### src/assert_macros.svh
`ifndef ASSERT_MACROS_SVH
`define ASSERT_MACROS_SVH

// Condition that must hold at every clock edge outside reset.
`define ASSERT_ALWAYS(label, clk, rst_n, expr) \
	label: assert property (@(posedge clk) disable iff (!rst_n) (expr)) \
		else $error("invariant violated");

// Same-cycle implication.
`define ASSERT_IMPLIES(label, clk, rst_n, ante, cons) \
	label: assert property (@(posedge clk) disable iff (!rst_n) (ante) |-> (cons)) \
		else $error("implication violated");

// Next-cycle implication.
`define ASSERT_NEXT(label, clk, rst_n, ante, cons) \
	label: assert property (@(posedge clk) disable iff (!rst_n) (ante) |=> (cons)) \
		else $error("next-cycle implication violated");

`endif

### src/b64c_pkg.sv
`timescale 1ns / 1ps

package b64c_pkg;

	localparam int BURST_MAX = 6;
	localparam int BURST_CNT_W = $clog2(BURST_MAX + 1);

	localparam logic [7:0] CHAR_PAD = 8'h3D;
	localparam logic [7:0] CHAR_CR = 8'h0D;
	localparam logic [7:0] CHAR_LF = 8'h0A;
	localparam logic [7:0] CHAR_PLUS = 8'h2B;
	localparam logic [7:0] CHAR_SLASH = 8'h2F;
	localparam logic [7:0] MIN_LINE_LEN = 8'd4;
	localparam logic [7:0] LINE_LEN_RESET = 8'd76;

	typedef enum logic [1:0] {
		REG_MODE = 2'd0,
		REG_WRAP_ENABLE = 2'd1,
		REG_LINE_LENGTH = 2'd2
	} cfg_idx_t;

	typedef enum logic {
		MODE_ENC = 1'b0,
		MODE_DEC = 1'b1
	} mode_t;

	typedef enum logic {
		REQ_DATA = 1'b0,
		REQ_FINISH = 1'b1
	} req_t;

	typedef struct packed {
		mode_t mode;
		logic wrap_enable;
		logic [7:0] line_length;
		logic clear;
	} cfg_t;

	typedef struct packed {
		logic [BURST_CNT_W-1:0] cnt;
		logic [BURST_MAX-1:0][7:0] bytes;
	} burst_t;

	typedef struct packed {
		logic ok;
		logic [5:0] val;
	} sextet_t;

	// Alphabet character of a 6-bit value.
	function automatic logic [7:0] enc_char(input logic [5:0] v);
		logic [7:0] w;
		w = {2'b00, v};
		if (v < 6'd26) return w + 8'd65;
		else if (v < 6'd52) return w + 8'd71;
		else if (v < 6'd62) return w - 8'd4;
		else if (v == 6'd62) return CHAR_PLUS;
		else return CHAR_SLASH;
	endfunction

	// 6-bit value of an alphabet character; ok is low for anything else.
	function automatic sextet_t dec_char(input logic [7:0] c);
		sextet_t r;
		logic [7:0] t;
		r.ok = 1'b1;
		t = 8'd0;
		if (c inside {[8'h41:8'h5A]}) t = c - 8'd65;
		else if (c inside {[8'h61:8'h7A]}) t = c - 8'd71;
		else if (c inside {[8'h30:8'h39]}) t = c + 8'd4;
		else if (c == CHAR_PLUS) t = 8'd62;
		else if (c == CHAR_SLASH) t = 8'd63;
		else r.ok = 1'b0;
		r.val = t[5:0];
		return r;
	endfunction

endpackage

### src/b64c_core.sv
`timescale 1ns / 1ps
`include "assert_macros.svh"

module b64c_core (
	input logic clk,
	input logic arst_n,
	input b64c_pkg::cfg_t cfg,
	input logic in_valid,
	output logic in_ready,
	input logic req_type,
	input logic [7:0] in_byte,
	input logic burst_free,
	output logic load,
	output b64c_pkg::burst_t burst
);

	logic vld_s1;
	logic req_s1;
	logic [7:0] byte_s1;
	logic consume;

	logic [23:0] grp_buf_q;
	logic [1:0] grp_cnt_q;
	logic [7:0] line_pos_q;

	logic [23:0] grp_buf_d;
	logic [1:0] grp_cnt_d;
	logic [7:0] line_pos_d;

	assign consume = vld_s1 && burst_free;
	assign in_ready = !vld_s1 || burst_free;
	assign load = consume && (burst.cnt != '0);

	always_ff @(posedge clk or negedge arst_n) begin
		if (!arst_n) begin
			vld_s1 <= 1'b0;
		end else if (in_ready) begin
			vld_s1 <= in_valid;
		end
	end

	always_ff @(posedge clk) begin
		if (in_valid && in_ready) begin
			req_s1 <= req_type;
			byte_s1 <= in_byte;
		end
	end

	always_ff @(posedge clk or negedge arst_n) begin
		if (!arst_n) begin
			grp_buf_q <= '0;
			grp_cnt_q <= '0;
			line_pos_q <= '0;
		end else if (cfg.clear) begin
			grp_buf_q <= '0;
			grp_cnt_q <= '0;
			line_pos_q <= '0;
		end else if (consume) begin
			grp_buf_q <= grp_buf_d;
			grp_cnt_q <= grp_cnt_d;
			line_pos_q <= line_pos_d;
		end
	end

	always_comb begin
		logic [3:0][7:0] sym;
		logic emit4;
		logic [7:0] eff;
		logic [7:0] pos;
		logic [b64c_pkg::BURST_CNT_W-1:0] n;
		b64c_pkg::sextet_t dv;
		logic [23:0] nbuf;

		sym = '0;
		emit4 = 1'b0;
		eff = (cfg.line_length < b64c_pkg::MIN_LINE_LEN) ? b64c_pkg::MIN_LINE_LEN
			: cfg.line_length;
		pos = line_pos_q;
		n = '0;
		dv = b64c_pkg::dec_char(byte_s1);
		nbuf = grp_buf_q;
		grp_buf_d = grp_buf_q;
		grp_cnt_d = grp_cnt_q;
		burst.bytes = '0;

		if (cfg.mode == b64c_pkg::MODE_ENC) begin
			if (req_s1 == b64c_pkg::REQ_DATA) begin
				case (grp_cnt_q)
					2'd0: nbuf = grp_buf_q | {byte_s1, 16'h0000};
					2'd1: nbuf = grp_buf_q | {8'h00, byte_s1, 8'h00};
					default: nbuf = grp_buf_q | {16'h0000, byte_s1};
				endcase
				if (grp_cnt_q == 2'd2) begin
					emit4 = 1'b1;
					sym[0] = b64c_pkg::enc_char(nbuf[23:18]);
					sym[1] = b64c_pkg::enc_char(nbuf[17:12]);
					sym[2] = b64c_pkg::enc_char(nbuf[11:6]);
					sym[3] = b64c_pkg::enc_char(nbuf[5:0]);
					grp_buf_d = '0;
					grp_cnt_d = '0;
				end else begin
					grp_buf_d = nbuf;
					grp_cnt_d = grp_cnt_q + 2'd1;
				end
			end else begin
				emit4 = (grp_cnt_q != 2'd0);
				sym[0] = b64c_pkg::enc_char(grp_buf_q[23:18]);
				sym[1] = b64c_pkg::enc_char(grp_buf_q[17:12]);
				sym[2] = (grp_cnt_q == 2'd2) ? b64c_pkg::enc_char(grp_buf_q[11:6])
					: b64c_pkg::CHAR_PAD;
				sym[3] = b64c_pkg::CHAR_PAD;
				grp_buf_d = '0;
				grp_cnt_d = '0;
			end

			if (emit4) begin
				for (int k = 0; k < 4; k++) begin
					burst.bytes[n] = sym[k];
					n = n + 1'b1;
					if (cfg.wrap_enable) begin
						if ({1'b0, pos} + 9'd1 >= {1'b0, eff}) begin
							burst.bytes[n] = b64c_pkg::CHAR_CR;
							burst.bytes[n + 1'b1] = b64c_pkg::CHAR_LF;
							n = n + 2'd2;
							pos = '0;
						end else begin
							pos = pos + 8'd1;
						end
					end else begin
						pos = '0;
					end
				end
			end
			if (req_s1 == b64c_pkg::REQ_FINISH) begin
				pos = '0;
			end
		end else begin
			if (req_s1 == b64c_pkg::REQ_DATA) begin
				if (dv.ok) begin
					case (grp_cnt_q)
						2'd0: nbuf = grp_buf_q | {dv.val, 18'h00000};
						2'd1: nbuf = grp_buf_q | {6'h00, dv.val, 12'h000};
						2'd2: nbuf = grp_buf_q | {12'h000, dv.val, 6'h00};
						default: nbuf = grp_buf_q | {18'h00000, dv.val};
					endcase
					if (grp_cnt_q == 2'd3) begin
						burst.bytes[0] = nbuf[23:16];
						burst.bytes[1] = nbuf[15:8];
						burst.bytes[2] = nbuf[7:0];
						n = 3'd3;
						grp_buf_d = '0;
						grp_cnt_d = '0;
					end else begin
						grp_buf_d = nbuf;
						grp_cnt_d = grp_cnt_q + 2'd1;
					end
				end
			end else begin
				burst.bytes[0] = grp_buf_q[23:16];
				burst.bytes[1] = grp_buf_q[15:8];
				case (grp_cnt_q)
					2'd2: n = 3'd1;
					2'd3: n = 3'd2;
					default: n = 3'd0;
				endcase
				grp_buf_d = '0;
				grp_cnt_d = '0;
				pos = '0;
			end
		end

		line_pos_d = pos;
		burst.cnt = n;
	end

	// An encode group is flushed as soon as its third byte lands.
	`ASSERT_IMPLIES(a_enc_cnt, clk, arst_n, cfg.mode == b64c_pkg::MODE_ENC, grp_cnt_q != 2'd3)

endmodule

### src/b64c_burst.sv
`timescale 1ns / 1ps
`include "assert_macros.svh"

module b64c_burst (
	input logic clk,
	input logic arst_n,
	input logic load,
	input b64c_pkg::burst_t burst,
	output logic free,
	output logic out_valid,
	input logic out_ready,
	output logic [7:0] out_byte,
	output logic last
);

	logic [b64c_pkg::BURST_MAX-1:0][7:0] bytes_q;
	logic [b64c_pkg::BURST_CNT_W-1:0] cnt_q;

	assign out_valid = (cnt_q != '0);
	assign last = (cnt_q == 3'd1);
	assign out_byte = bytes_q[0];
	assign free = (cnt_q == '0) || (last && out_ready);

	always_ff @(posedge clk or negedge arst_n) begin
		if (!arst_n) begin
			cnt_q <= '0;
		end else if (load) begin
			cnt_q <= burst.cnt;
		end else if (out_valid && out_ready) begin
			cnt_q <= cnt_q - 1'b1;
		end
	end

	always_ff @(posedge clk) begin
		if (load) begin
			bytes_q <= burst.bytes;
		end else if (out_valid && out_ready) begin
			for (int k = 0; k < b64c_pkg::BURST_MAX - 1; k++) begin
				bytes_q[k] <= bytes_q[k + 1];
			end
		end
	end

	`ASSERT_ALWAYS(a_cnt_range, clk, arst_n, cnt_q <= 3'(b64c_pkg::BURST_MAX))
	`ASSERT_IMPLIES(a_load_free, clk, arst_n, load, free)
	`ASSERT_NEXT(a_drain, clk, arst_n, cnt_q > 3'd1 && out_ready && !load, cnt_q == $past(cnt_q) - 3'd1)

endmodule

### src/base64_stream_codec.sv
`timescale 1ns / 1ps
// An accepted item is captured in the input register, and its results are loaded into
// the output register once that is free. Throughput: one item per cycle while items give
// no results and the output register is free; an item that gives k results holds the
// single output register until all k are taken (four to six per encoded group).
// Reset: arst_n clears the group state, the line position and all valid flags at once.

module base64_stream_codec (
	input logic clk,
	input logic arst_n,
	input logic in_valid,
	output logic in_ready,
	input logic req_type,
	input logic [7:0] in_byte,
	output logic out_valid,
	input logic out_ready,
	output logic [7:0] out_byte,
	output logic last,
	input logic cfg_valid,
	output logic cfg_ready,
	input logic [1:0] cfg_index,
	input logic [7:0] cfg_data
);

	b64c_pkg::mode_t mode_q;
	logic wrap_enable_q;
	logic [7:0] line_length_q;
	logic mode_write;

	b64c_pkg::cfg_t cfg;
	b64c_pkg::burst_t burst;
	logic load;
	logic burst_free;

	// Register writes are always taken; the user must keep the block idle whenever they arrive, unchecked.
	assign cfg_ready = 1'b1;
	assign mode_write = cfg_valid && (cfg_index == b64c_pkg::REG_MODE);

	always_ff @(posedge clk or negedge arst_n) begin
		if (!arst_n) begin
			mode_q <= b64c_pkg::MODE_ENC;
			wrap_enable_q <= 1'b0;
			line_length_q <= b64c_pkg::LINE_LEN_RESET;
		end else if (cfg_valid) begin
			case (b64c_pkg::cfg_idx_t'(cfg_index))
				b64c_pkg::REG_MODE: mode_q <= b64c_pkg::mode_t'(cfg_data[0]);
				b64c_pkg::REG_WRAP_ENABLE: wrap_enable_q <= cfg_data[0];
				b64c_pkg::REG_LINE_LENGTH: line_length_q <= cfg_data;
				default: ; // drop writes to unknown indexes
			endcase
		end
	end

	// A mode write restarts the group and the line, whatever value it carries.
	assign cfg.mode = mode_q;
	assign cfg.wrap_enable = wrap_enable_q;
	assign cfg.line_length = line_length_q;
	assign cfg.clear = mode_write;

	// Input register plus group logic: one transaction is turned into a burst of up to
	// six bytes (four characters with at most one CR LF, or up to three decoded bytes).
	b64c_core u_core (
		.clk(clk),
		.arst_n(arst_n),
		.cfg(cfg),
		.in_valid(in_valid),
		.in_ready(in_ready),
		.req_type(req_type),
		.in_byte(in_byte),
		.burst_free(burst_free),
		.load(load),
		.burst(burst)
	);

	// Result register: hold the burst and advance one byte per output transaction. It
	// frees up in the same cycle that its last byte is taken, so the next burst follows
	// without a gap.
	b64c_burst u_burst (
		.clk(clk),
		.arst_n(arst_n),
		.load(load),
		.burst(burst),
		.free(burst_free),
		.out_valid(out_valid),
		.out_ready(out_ready),
		.out_byte(out_byte),
		.last(last)
	);

endmodule

### config.mk
export PLATFORM = sky130hd
export DESIGN_NAME = base64_stream_codec
export DESIGN_NICKNAME = d
export VERILOG_FILES = /design/src/b64c_pkg.sv /design/src/b64c_core.sv /design/src/b64c_burst.sv /design/src/base64_stream_codec.sv
export VERILOG_INCLUDE_DIRS = /design/src /design/src/src
export SDC_FILE = /design/constraint.sdc
export NUM_CORES = 1
export LEC_CHECK = 0
export ABC_AREA = 1
export BUFFER_PORTS_ARGS = -buffer_cell sky130_fd_sc_hd__buf_2
export CAP_MARGIN = 0
export CORE_ASPECT_RATIO = 1.2
export CORE_MARGIN = 2
export CORE_UTILIZATION = 40
export CTS_CLUSTER_DIAMETER = 80
export CTS_CLUSTER_SIZE = 40
export DETAILED_ROUTE_END_ITERATION = 8
export SYNTH_ARGS = -nofsm -noshare
export SYNTH_HDL_FRONTEND = slang
export SYNTH_SLANG_ARGS = --single-unit
### constraint.sdc
create_clock -name clk -period 9.8 [get_ports clk]
set_clock_uncertainty 0.1 [all_clocks]
set_input_delay 1.96 -clock clk [delete_from_list [all_inputs] [get_ports clk]]
set_output_delay 1.96 -clock clk [all_outputs]
set_load 0.005 [all_outputs]
==> results of run 1 <==
## cells by family after synthesis
kind of cell,Yosys count,share of synthesized area
flip-flops,105,0.262
XOR/XNOR,39,0.0307
AO/OA/AOI/OAI,391,0.221
adder cells (fa/ha/maj),104,0.117
AND/OR/NAND/NOR,649,0.256
other,1,0.000337
buffers and inverters,295,0.112
multiplexers,1,0.00101
## layout by cell type (no fill, tap or decap), types with 4 or more instances in the layout
| cell | instances |
|---|---|
| a211oi_1 | 5 |
| a21oi_1 | 111 |
| a21oi_2 | 4 |
| a221oi_1 | 19 |
| a22o_1 | 5 |
| a22oi_1 | 8 |
| a31oi_1 | 16 |
| buf_2 | 34 |
| buf_4 | 33 |
| clkbuf_16 | 11 |
| clkinv_1 | 4 |
| dfrtp_1 | 45 |
| edfxtp_1 | 57 |
| ha_1 | 99 |
| inv_1 | 219 |
| inv_2 | 6 |
| nand2_1 | 329 |
| nand2_2 | 16 |
| nand3_1 | 91 |
| nand3_2 | 7 |
| nand3b_1 | 5 |
| nand4_1 | 25 |
| nor2_1 | 123 |
| nor2_2 | 8 |
| nor3_1 | 24 |
| o2111ai_1 | 12 |
| o211ai_1 | 23 |
| o21ai_0 | 106 |
| o21ai_1 | 6 |
| o21ai_2 | 7 |
| o221ai_1 | 6 |
| o22ai_1 | 16 |
| o32ai_1 | 23 |
| xnor2_1 | 5 |
| xor2_1 | 32 |
## cell usage after synthesis, types with 12 or more instances
master     count  area share
nand3_1       93       0.042
nand2_1      336        0.11
a31oi_1       16      0.0090
o22ai_1       17      0.0096
o211ai_1      23       0.016
dfrtp_1       45        0.10
buf_4         14      0.0094
clkbuf_1      36       0.012
nor3_1        26       0.012
edfxtp_1      57        0.15
o21ai_0      107       0.048
inv_1        220       0.074
xor2_1        34       0.027
ha_1         104        0.12
a221oi_1      19       0.015
a21oi_1      114       0.051
nor2_1       124       0.042
nand4_1       25       0.014
o32ai_1       23       0.018
o2111ai_1     12      0.0094
## area by class of cell
cell class,count,area share
clock inverter,5,0.00299
inverter,232,0.0735
sequential,105,0.240
clock buffer,11,0.0209
multi-input combinational,1186,0.586
tap,340,0.0350
timing repair buffer,72,0.0419
## worst paths after layout
kind | from | to | slack, ns | cells past startpoint
worst max-delay path | u_core.line_pos_q[1]$_DFFE_PN0P_ | u_burst.bytes_q[13]$_DFFE_PP_ | 0.55 | 63
worst min-delay path | line_length_q[0]$_DFFE_PN0P_ | line_length_q[0]$_DFFE_PN0P_ | 0.40 | 2
worst max register to register | u_core.line_pos_q[1]$_DFFE_PN0P_ | u_burst.bytes_q[13]$_DFFE_PP_ | 0.55 | 63
worst min register to register | line_length_q[0]$_DFFE_PN0P_ | line_length_q[0]$_DFFE_PN0P_ | 0.40 | 2
max in group asynchronous | arst_n | u_burst.cnt_q[2]$_DFFE_PN0P_ | 7.54 | 2
min in group asynchronous | arst_n | line_length_q[7]$_DFFE_PN0P_ | 1.60 | 2
## registers in the layout, indices dropped and copies added (netlist names)
name and flops:
mode_q 1, u_burst.bytes_q 40, u_core.grp_buf_q 24, u_core.vld_s1 1, u_core.req_s1 1, u_core.line_pos_q 8, u_burst.out_byte 8, u_core.grp_cnt_q 2
u_burst.cnt_q 3, line_length_q 8, wrap_enable_q 1, u_core.byte_s1 8
## through the flow
stage / instances / instance area, sq um
2_1_floorplan: 1585 / 11100
3_3_place_gp: 1917 / 11500
3_5_place_dp: 1917 / 11500
4_1_cts: 1933 / 11800
5_1_grt: 1951 / 12200
6_report: 1951 / 12200
## power groups by stage
stage / logic, mW / clock network (mW) / registers [mW]
6_report: 1.61 / 0.363 / 0.760
5_1_grt: 1.81 / 0.386 / 0.774
4_1_cts: 1.55 / 0.372 / 0.756
3_5_place_dp: 1.54 / 0 / 0.765
3_3_place_gp: 1.53 / 0 / 0.765
2_1_floorplan: 1.16 / 0 / 0.702
## metal layers
metal,vias to the layer above,part of all wire
met5,-,0
met4,0,0.055
met3,103,0.059
met2,475,0.50
met1,5341,0.39
li1,5477,-
## timing repair
action,4_1_cts,5_1_grt
gates resized for setup,1,40
buffers inserted,0,16
pin swaps,0,16
setup endpoints to repair,18,107
gates cloned,0,2
## worst max-delay path: cells and delay by family (launching register included)
kind	cells	cell delay (ns)
flops	1	0.37
xor+xnor	2	0.39
simple gates	32	3.61
fa+ha+maj	7	1.81
buf+inv	16	1.52
compound gates	6	1.17
==> summary.md, run 1 <==
| Metric | Value |
|---|---|
| Outcome | complete, no violations |
| Final core occ | 0.446 |
| NetSw | ~1.4 mW |
| Max-cap violation count | 0 |
| Met2 usage | 0.447 |
| Input/output buffers | 34 |
| Core area | 0.0273 sq mm |
| Final GP Congestion | between 0.9 and 1 |
| Yosys cell types | 66 |
| Die H | 187 um |
| Final ANT Viol Nets | 0 |
| Avg Vias per Cell | ~5.8 |
| Die W | 156 um |
| GR Overflow Total | 0 |
| Worst Path Max Fanout | 10 |
| Drt pass-1 iters | 6 |
| Register area | between 0.002 and 0.003 sq mm |
| Cell Int Power | between 1 and 1.5 mW |
| Final Critical Period | just over 9 ns |
| Setup TNS | 0 ns |
| Fin crit share | 0.944 |
| CP required | a little under 10 ns |
| Share of layout cells above drive strength 1 | 0.106 |
| Dpl hpwl | 28200 um |
| NumNets Final | 1734 |
| Clock share of power | 0.133 |
| Drt initial violations | about 1100 |
| Synth Cell Area | between 0.01 and 0.015 sq mm |
| Mean Syn Cell Area | about 7.0 sq um |
| Multi-input gate area | 0.00712 sq mm |
| #FFs+latches synth | 105 |
| First-pass GRT wire length | 58400 um |
| Pre-CTS setup slack | approximately 0.033 ns |
| Worst hold slack | roughly 0.4 ns |
| Critical path class | reg2reg |
| Final Routed Wirelength | around 37000 um |
| Top-level port count | 36 |
| Number of flops mapped to enable cells by yosys | 57 |
| VDD IR max | around 110 uV |
| Count of pins over their slew limit | 0 |
| Vias | between 10000 and 15000 |
| Die area | slightly below 0.03 sq mm |
| CP max-delay cell | dfrtp_1 |
| Worst-path clk slew | roughly 0.070 ns |
| Clock Latency Late Sink | about 0.37 ns |
| Antenna fix cells | 0 |
| Hold Buf Count CTS | 0 |
| Detailed-route DRC error count | 0 |
| Post-Synthesis Cells | ~1600 |
| Yosys warns | 0 |
| Post-DR wirelength/cell | between 15 and 20 um |
| Initial core utilization | 0.408 |
| Fillers | about 2900 |
| TritonCTS Buffers | 9 |
| Final Power | roughly 2.7 mW |
| Sw Share | 0.507 |
| Synthesized net count | 1713 |
| Sequential power share | 0.278 |
| Max Freq | approximately 110 MHz |
| All-Layer GR Usage | 0.255 |
| Post-synth ARST share | 0.457 |
| CTS root buffer | clkbuf_16 |
| Power Dens Cells | 225 mW/mm^2 |
| Leak | 5.70 nW |
| Final Hold Vio Count | 0 |
| Vias in the first global route | 10900 |
| Worst setup EP type | flop |
| Pin count of the biggest net entering global routing | 52 |
| Met3 Usage GRT | 0.0272 |
| Crit-path max cell delay | around 0.37 ns |
| Worst path arrival time | roughly 9.3 ns |
| Setup-failing EPs final | 0 |
| Clock Tree Buf Depth | 2 |
| CTS sink count | 105 |
| Worst Tran Pin Value | about 1.1 ns |
| Comb pwr share | 0.590 |
| Top cell by count, worst path | nand2_1 |
| Crit start category | flop |
| Row Count | between 60 and 70 |
| HP Class | reg2reg |
| CTS tree | yes |
| Synth Flop Type | edfxtp_1 |
| H-tree depth | 3 |
| Grt peak-use layer | met2 |
| Met1 usage in global routing | 0.300 |
| Post-synthesis sequential area ratio | 0.262 |
| Initial antenna violation count | 0 |
| Slew margin rel. | 0.233 |
| Final worst slack | ~0.55 ns |
| Area delta synth->final | 9.23% |
(Power assumes the default switching activity.)
==> inputs of run 2 (changes only) <==
- ABC_AREA: 1 -> default
- CORE_ASPECT_RATIO: 1.2 -> 0.5
==> run 2 against run 1 <==
  * Combinational power rose by 29%
  * Cell count down 5.8%
  * Non-clock buffer count grew 43
  * Routed wire length rose by 1.4%
==> summary.md, run 2 <==
| Metric | Value |
|---|---|
| Largest regs | u_burst.bytes_q: 40 flops, u_core.grp_buf_q: 24 flops |
| Post-Synthesis Cells | 1415 (-11%) |
| CTS sink count | 105 (unchanged) |
| VDD IR max | 116 uV (+6.0%) |
| Worst hold slack | 0.429 ns (+0.0302 ns) |
| Die W | 240 um (+54%) |
| Row Count | 43 (-35%) |
| Initial core utilization | 0.405 (-0.00310) |
| Worst Path Max Fanout | 6 (-4) |
| Post-synthesis sequential area ratio | 0.261 (-0.000823) |
| Initial antenna violation count | 0 (unchanged) |
| CTS tree | yes |
| NumNets Final | 1578 (-9.0%) |
| Yosys top cell area share | 0.153 (-0.000483) |
| Dpl hpwl | 27400 um (-2.8%) |
| Input/output buffers | 34 (unchanged) |
| Fin crit share | 0.972 (+0.0283) |
| Final worst slack | 0.270 ns (-0.278 ns) |
| Drt initial violations | 1174 (+7.4%) |
| Crit-path max cell delay | 0.41 ns (+0.04 ns) |
| DP Area | 0.0120 sq mm (+3.7%) |
| Critical path class | reg2reg |
| Cell accounting for the most synthesized area | edfxtp_1 |
| Yosys warns | 0 (unchanged) |
| Worst-path clk slew | 0.08 ns (about the same) |
| Reg2reg path depth | 48 (-24%) |
| Worst Hold End | u_burst.bytes_q[26]$_DFFE_PP_ |
| Core area | 0.0275 sq mm (+1.1%) |
| Final core occ | 0.468 (+0.0223) |
| Final Critical Period | 9.53 ns (+0.278 ns) |
| All-Layer GR Usage | 0.253 (-0.00123) |
| Top cells by area, synth | edfxtp_1 (15%), ha_1 (12%), dfrtp_1 (10%), a21oi_1 (7.0%), nand2_1 (5.5%) |
| Most frequent cell after synthesis | nand2_1 |
| Clock Tree Buf Depth | 2 (unchanged) |
| Hold path depth | 1 (-1) |
| Antenna fix cells | 0 (unchanged) |
| Post-DR wirelength/cell | 20.6 um (+7.7%) |
| Max-cap violation count | 0 (unchanged) |
| R2r endpoint | u_burst.bytes_q[14]$_DFFE_PP_ |
| Buf+Inv Stages, Crit Path | 5 (-11) |
| TritonCTS Buffers | 9 (unchanged) |
| Power Dens Cells | 258 mW/mm^2 (+14%) |
| CP required | 9.84 ns (about the same) |
| Die H | 122 um (-35%) |
| Top cell by count, worst path | a21oi_4 |
| Final Routed Wirelength | 37900 um (+1.4%) |
| Leak | 5.38 nW (-5.6%) |
| Clock Latency Late Sink | 0.39 ns (+0.02 ns) |
| Synthesized net count | 1543 (-9.9%) |
| Worst path arrival time | 9.57 ns (+0.29 ns) |
| Pin count of the biggest net entering global routing | 49 (-5.8%) |
| R2R Path Start | u_core.line_pos_q[1]$_DFFE_PN0P_ |
| Number of flops mapped to enable cells by yosys | 57 (unchanged) |
| GR Overflow Total | 0 (unchanged) |
| Avg Vias per Cell | 6.02 (+3.1%) |
| Worst Tran Pin Value | 1.21 ns (+0.0615 ns) |
| Vias | 11100 (-2.9%) |
| Most frequent cells in the layout | nand2_1 (165), a21oi_1 (152), o21ai_0 (119), ha_1 (95), nor2_1 (86) |
| Max FFs per register | 40 (unchanged) |
| Slew margin rel. | 0.195 (-0.0382) |
| Hold Buf Count CTS | 0 (unchanged) |
| Most frequent cells after synthesis | nand2_1 (165), a21oi_1 (157), o21ai_0 (122) |
| Mean Syn Cell Area | 7.89 sq um (+12%) |
| Pre-CTS setup slack | -0.128 ns (-0.161 ns) |
| Synth Cell Area | 0.0112 sq mm (+0.31%) |
| Share of layout cells above drive strength 1 | 0.157 (+0.0506) |
| Vias in the first global route | 10200 (-7.0%) |
| Outcome | complete, no violations |
| Most flops, register | u_burst.bytes_q |
| Final Hold Vio Count | 0 (unchanged) |
| Crit start category | flop |
| Post-synth ARST share | 0.457 (unchanged) |
| Setup-failing EPs final | 0 (unchanged) |
| Hold Crit Start | u_burst.bytes_q[34]$_DFFE_PP_ |
| Synth Flop Type | edfxtp_1 |
| Count of pins over their slew limit | 0 (unchanged) |
| Drt pass-1 iters | 6 (unchanged) |
| Post-route cell area | 0.0129 sq mm (+6.1%) |
| CTS root buffer | clkbuf_16 |
| Setup slack, reg-to-reg | 0.27 ns (-0.28 ns) |
| Setup TNS | 0 ns (unchanged) |
| Commonest non-fill, non-tap cell in the layout | nand2_1 |
| Worst setup EP type | flop |
| CP max-delay cell | dfrtp_1 |
| HP Class | reg2reg |
| CP top delay family | compound AO/OA/AOI/OAI gates |
| Final GP Congestion | 0.941 (-5.4%) |
| Area delta synth->final | 15.6% |
| Yosys cell types | 86 (+30%) |
| #FFs+latches synth | 105 (unchanged) |
| H-tree depth | 3 (unchanged) |
| Detailed-route DRC error count | 0 (unchanged) |
| Max Freq | 105 MHz (-2.9%) |
| Die area | 0.0293 sq mm (+0.57%) |
| Final ANT Viol Nets | 0 (unchanged) |
| Top-level port count | 36 (unchanged) |
| First-pass GRT wire length | 57000 um (-2.3%) |
run 2: how the worst max path moves through the flow:
stage / start / end / slack, ns / depth (start not counted)
floorplan: u_core.line_pos_q[2]$_DFFE_PN0P_ / u_burst.bytes_q[10]$_DFFE_PP_ / 0.005 / 49
global placement: u_core.line_pos_q[1]$_DFFE_PN0P_ / u_burst.out_byte[1]$_DFFE_PP_ / 0.11 / 49
detailed placement: u_core.line_pos_q[1]$_DFFE_PN0P_ / u_burst.out_byte[1]$_DFFE_PP_ / -0.13 / 47
CTS: u_core.line_pos_q[3]$_DFFE_PN0P_ / u_burst.bytes_q[33]$_DFFE_PP_ / 0.003 / 50
global route: u_core.line_pos_q[1]$_DFFE_PN0P_ / u_burst.bytes_q[30]$_DFFE_PP_ / -0.11 / 48
finish: u_core.line_pos_q[1]$_DFFE_PN0P_ / u_burst.bytes_q[14]$_DFFE_PP_ / 0.27 / 48
run 2: cells by family (layout without fill, tap and decap cells):
group | after synthesis | count (layout) | synth area share
other | 1 | 1 | 0.000336
xor gates and xnor gates | 46 | 46 | 0.0361
buffers and inverters | 177 | 217 | 0.0654
DFF | 105 | 105 | 0.261
adders and majority gates | 105 | 105 | 0.118
AOI/OAI and AO/OA | 481 | 481 | 0.273
and+or+nand+nor | 440 | 440 | 0.186
muxes | 60 | 60 | 0.0598
run 2: stage by stage:
step / power (mW) / cells
after global placement: 2.72 / 1785
after floorplan: 2.20 / 1415
after CTS: 3.20 / 1809
after detailed placement: 2.76 / 1785
final: 3.32 / 1837
after global routing: 3.56 / 1837
run 2: layout make-up:
class,count,area [sq um]
fillers,2691,14600
multi-input cells,1133,7950
flip-flops and latches,105,2920
repair buffers,115,911
well taps,382,478
inverters,86,323
clock buffers,9,225
clock inverters,7,95.1
run 2: worst register-to-register path: cells and delay by family, from the launching register on:
kind	cells	cell delay (ns)
AO/OA/AOI/OAI	22	4.04
adder cells (fa/ha/maj)	7	1.52
AND/OR/NAND/NOR	9	1.36
buffers and inverters	5	0.76
multiplexers	2	0.66
XOR/XNOR	3	0.45
flip-flops	1	0.41
run 2: per-layer routing:
layer	track usage	part of all wire	up-vias
li1	-	-	5228
met4	0.0710	0.028	0
met2	0.409	0.46	503
met3	0.0499	0.084	80
met5	0	0	-
met1	0.346	0.43	5252
run 2: timing repair:
action                     in CTS  in global routing
pin swaps                       3                 41
cloned                          1                  4
setup buffers                   7                 24
resized for setup               3                 42
setup endpoints to repair      68                 94
run 2: report_power, final:
group	leakage, nW	internal (mW)	total [mW]	switching (mW)
Sequential	1.17	0.652	0.828	0.176
Clock	0.157	0.207	0.414	0.207
Combinational	4.05	0.767	2.08	1.31
Total	5.38	1.63	3.32	1.70
==> inputs of run 3 (changes only) <==
- CTS_BUF_LIST: default -> sky130_fd_sc_hd__clkbuf_16
- GPL_TIMING_DRIVEN: default -> 0
==> run 3 against run 2 <==
  * The flow now finishes with violations (negative setup slack)
  * First-iteration DRC count increased by 5.6%
  * Global-route usage increased by 2.4 points
  * Worst hold slack got worse by 0.0098 ns
  * Die area unchanged
  * Worst setup slack got worse by 0.35 ns
  * Final area increased by 4.4%
  * Combinational power increased by 13%
  * Count of clock-buffer cells in the layout unchanged
  * Register-to-register slack got worse by 0.35 ns
  * Clock power decreased by 3%
  * Routed wire length increased by 8.9%
  * Sequential cell count unchanged
  * Critical path type unchanged
  * Largest power group unchanged
==> summary.md, run 3 (synthesis gave the netlist of run 2 again) <==
| Metric | Value |
|---|---|
| Antenna fix cells | 0 (unchanged) |
| Drt pass-1 iters | 6 (unchanged) |
| Worst setup EP type | flop |
| Clock Tree Buf Depth | 2 (unchanged) |
| Worst Hold End | line_length_q[1]$_DFFE_PN0P_ |
| Leak | 5.63 nW (+4.6%) |
| Worst path arrival time | 9.92 ns (+0.35 ns) |
| Final Critical Period | 9.88 ns (+0.347 ns) |
| Input/output buffers | 34 (unchanged) |
| Drt initial violations | 1240 (+5.6%) |
| Hold path depth | 1 (unchanged) |
| Unrepaired setup endpoints after global routing | yes |
| Avg Vias per Cell | 6.11 (+1.5%) |
| Slew margin rel. | 0.140 (-0.0550) |
| Vias | 11700 (+6.0%) |
| Top cell by count, worst path | buf_4 |
| Setup-failing EPs final | 43 (+43) |
| CTS tree | yes |
| Initial antenna violation count | 0 (unchanged) |
| CP max-delay cell | dfrtp_1 |
| First-pass GRT wire length | 62000 um (+8.7%) |
| H-tree depth | 3 (unchanged) |
| Initial core utilization | 0.405 (unchanged) |
| Final core occ | 0.489 (+0.0206) |
| R2R Path Start | line_length_q[7]$_DFFE_PN0P_ |
| Die H | 122 um (unchanged) |
| Final GP Congestion | 0.980 (+4.1%) |
| Largest regs | u_burst.bytes_q: 40 flops, u_core.grp_buf_q: 24 flops |
| GR Overflow Total | 0 (unchanged) |
| Dpl hpwl | 29600 um (+8.0%) |
| Worst hold slack | 0.420 ns (-0.00982 ns) |
| Final ANT Viol Nets | 0 (unchanged) |
| Area delta synth->final | 20.7% |
| Pin count of the biggest net entering global routing | 49 (unchanged) |
| Core area | 0.0275 sq mm (unchanged) |
| Max FFs per register | 40 (unchanged) |
| CP required | 9.85 ns (about the same) |
| CTS sink count | 105 (unchanged) |
| DP Area | 0.0120 sq mm (+0.52%) |
| Row Count | 43 (unchanged) |
| Vias in the first global route | 10900 (+7.0%) |
| Worst-path clk slew | 0.09 ns (about the same) |
| Reg2reg path depth | 51 (+6.3%) |
| Die W | 240 um (unchanged) |
| Crit start category | flop |
| Top-level port count | 36 (unchanged) |
| Final worst slack | -0.0770 ns (-0.347 ns) |
| Fin crit share | 1.01 (+0.0354) |
| Setup slack, reg-to-reg | -0.08 ns (-0.35 ns) |
| Most flops, register | u_burst.bytes_q |
| Max Freq | 101 MHz (-3.5%) |
| Outcome | complete, but fails checks |
| Final Routed Wirelength | 41200 um (+8.9%) |
| Setup TNS | -1.55 ns (-1.55 ns) |
| Violated checks | negative setup slack |
| Post-route cell area | 0.0135 sq mm (+4.4%) |
| Final Hold Vio Count | 0 (unchanged) |
| Die area | 0.0293 sq mm (unchanged) |
| Commonest non-fill, non-tap cell in the layout | nand2_1 |
| Power Dens Cells | 261 mW/mm^2 (+1.3%) |
| Hold Crit Start | line_length_q[1]$_DFFE_PN0P_ |
| Count of pins over their slew limit | 0 (unchanged) |
| R2r endpoint | u_burst.out_byte[6]$_DFFE_PP_ |
| Detailed-route DRC error count | 0 (unchanged) |
| Share of layout cells above drive strength 1 | 0.178 (+0.0215) |
| Pre-CTS setup slack | -1.65 ns (-1.52 ns) |
| VDD IR max | 95.9 uV (-17%) |
| Worst Path Max Fanout | 5 (-1) |
| HP Class | reg2reg |
| Max-cap violation count | 0 (unchanged) |
| Worst Tran Pin Value | 1.29 ns (+0.0825 ns) |
| Most frequent cells in the layout | nand2_1 (163), a21oi_1 (153), o21ai_0 (117), ha_1 (96), nor2_1 (86) |
| NumNets Final | 1661 (+5.3%) |
| Crit-path max cell delay | 0.41 ns (about the same) |
| Clock Latency Late Sink | 0.39 ns (about the same) |
| All-Layer GR Usage | 0.278 (+0.0241) |
| Post-DR wirelength/cell | 21.5 um (+4.2%) |
| Critical path class | reg2reg |
| TritonCTS Buffers | 9 (unchanged) |
| CTS root buffer | clkbuf_16 |
-- run 3: changes by cell type in the layout (fill, tap and decap cells not counted), moves of 5 or more --
cell and delta:
clkbuf_1 +70, buf_4 -8, mux2_4 +32, mux2_1 -27, nand2b_4 +6, mux2_2 -5
-- run 3: critical path: cells and delay by family (launching register included) --
family,cells,cell delay (ns)
buffers and inverters,13,1.78
adders and majority gates,7,1.49
and+or+nand+nor,12,1.83
muxes,2,0.65
DFF,1,0.41
AOI/OAI and AO/OA,15,3.07
xor gates and xnor gates,2,0.29
-- run 3: final cells by class --
cell class	count	area (sq um)
plain buffers	90	448
well taps	382	478
clock inverters	7	86.3
flip-flops and latches	105	2920
inverters	86	323
multi-input cells	1140	8190
clock buffers	9	225
fillers	2613	14100
repair buffers	101	801
-- run 3: routing by layer --
layer	track usage	up-vias	routed length, um
met4	0.0835	0	1220
li1	-	5392	-
met1	0.370	5609	17700
met3	0.0678	109	3940
met2	0.446	622	18400
met5	0	-	0
-- run 3: worst max path at each step --
stage / slack, ns / to / startpoint / cells after the start
finish: -0.08 / u_burst.out_byte[6]$_DFFE_PP_ / line_length_q[7]$_DFFE_PN0P_ / 51
CTS: 0.005 / u_burst.bytes_q[35]$_DFFE_PP_ / u_core.line_pos_q[0]$_DFFE_PN0P_ / 52
floorplan: 0.005 / u_burst.bytes_q[10]$_DFFE_PP_ / u_core.line_pos_q[2]$_DFFE_PN0P_ / 49
global route: -0.49 / u_burst.out_byte[6]$_DFFE_PP_ / line_length_q[7]$_DFFE_PN0P_ / 47
global placement: -1.60 / u_burst.bytes_q[25]$_DFFE_PP_ / line_length_q[7]$_DFFE_PN0P_ / 48
detailed placement: -1.65 / u_burst.out_byte[7]$_DFFE_PP_ / line_length_q[7]$_DFFE_PN0P_ / 46
-- run 3: through the flow --
step,instances,total power [mW]
2_1_floorplan,1415,2.20
3_3_place_gp,1831,2.78
3_5_place_dp,1831,2.82
4_1_cts,1890,3.30
5_1_grt,1920,3.76
6_report,1920,3.51
-- run 3: report_power, final --
part | total (mW) | internal, mW | switching [mW]
clock | 0.400 | 0.185 | 0.214
sequential | 0.752 | 0.654 | 0.0986
combinational | 2.36 | 0.866 | 1.49
total | 3.51 | 1.71 | 1.81
-- run 3: timing repair --
action / CTS / global route
resized for setup: 32 / 77
buffers inserted: 39 / 22
setup endpoints to repair: 107 / 96
hold buffers: 0 / 0
cloned: 4 / 9
pin swaps: 26 / 42
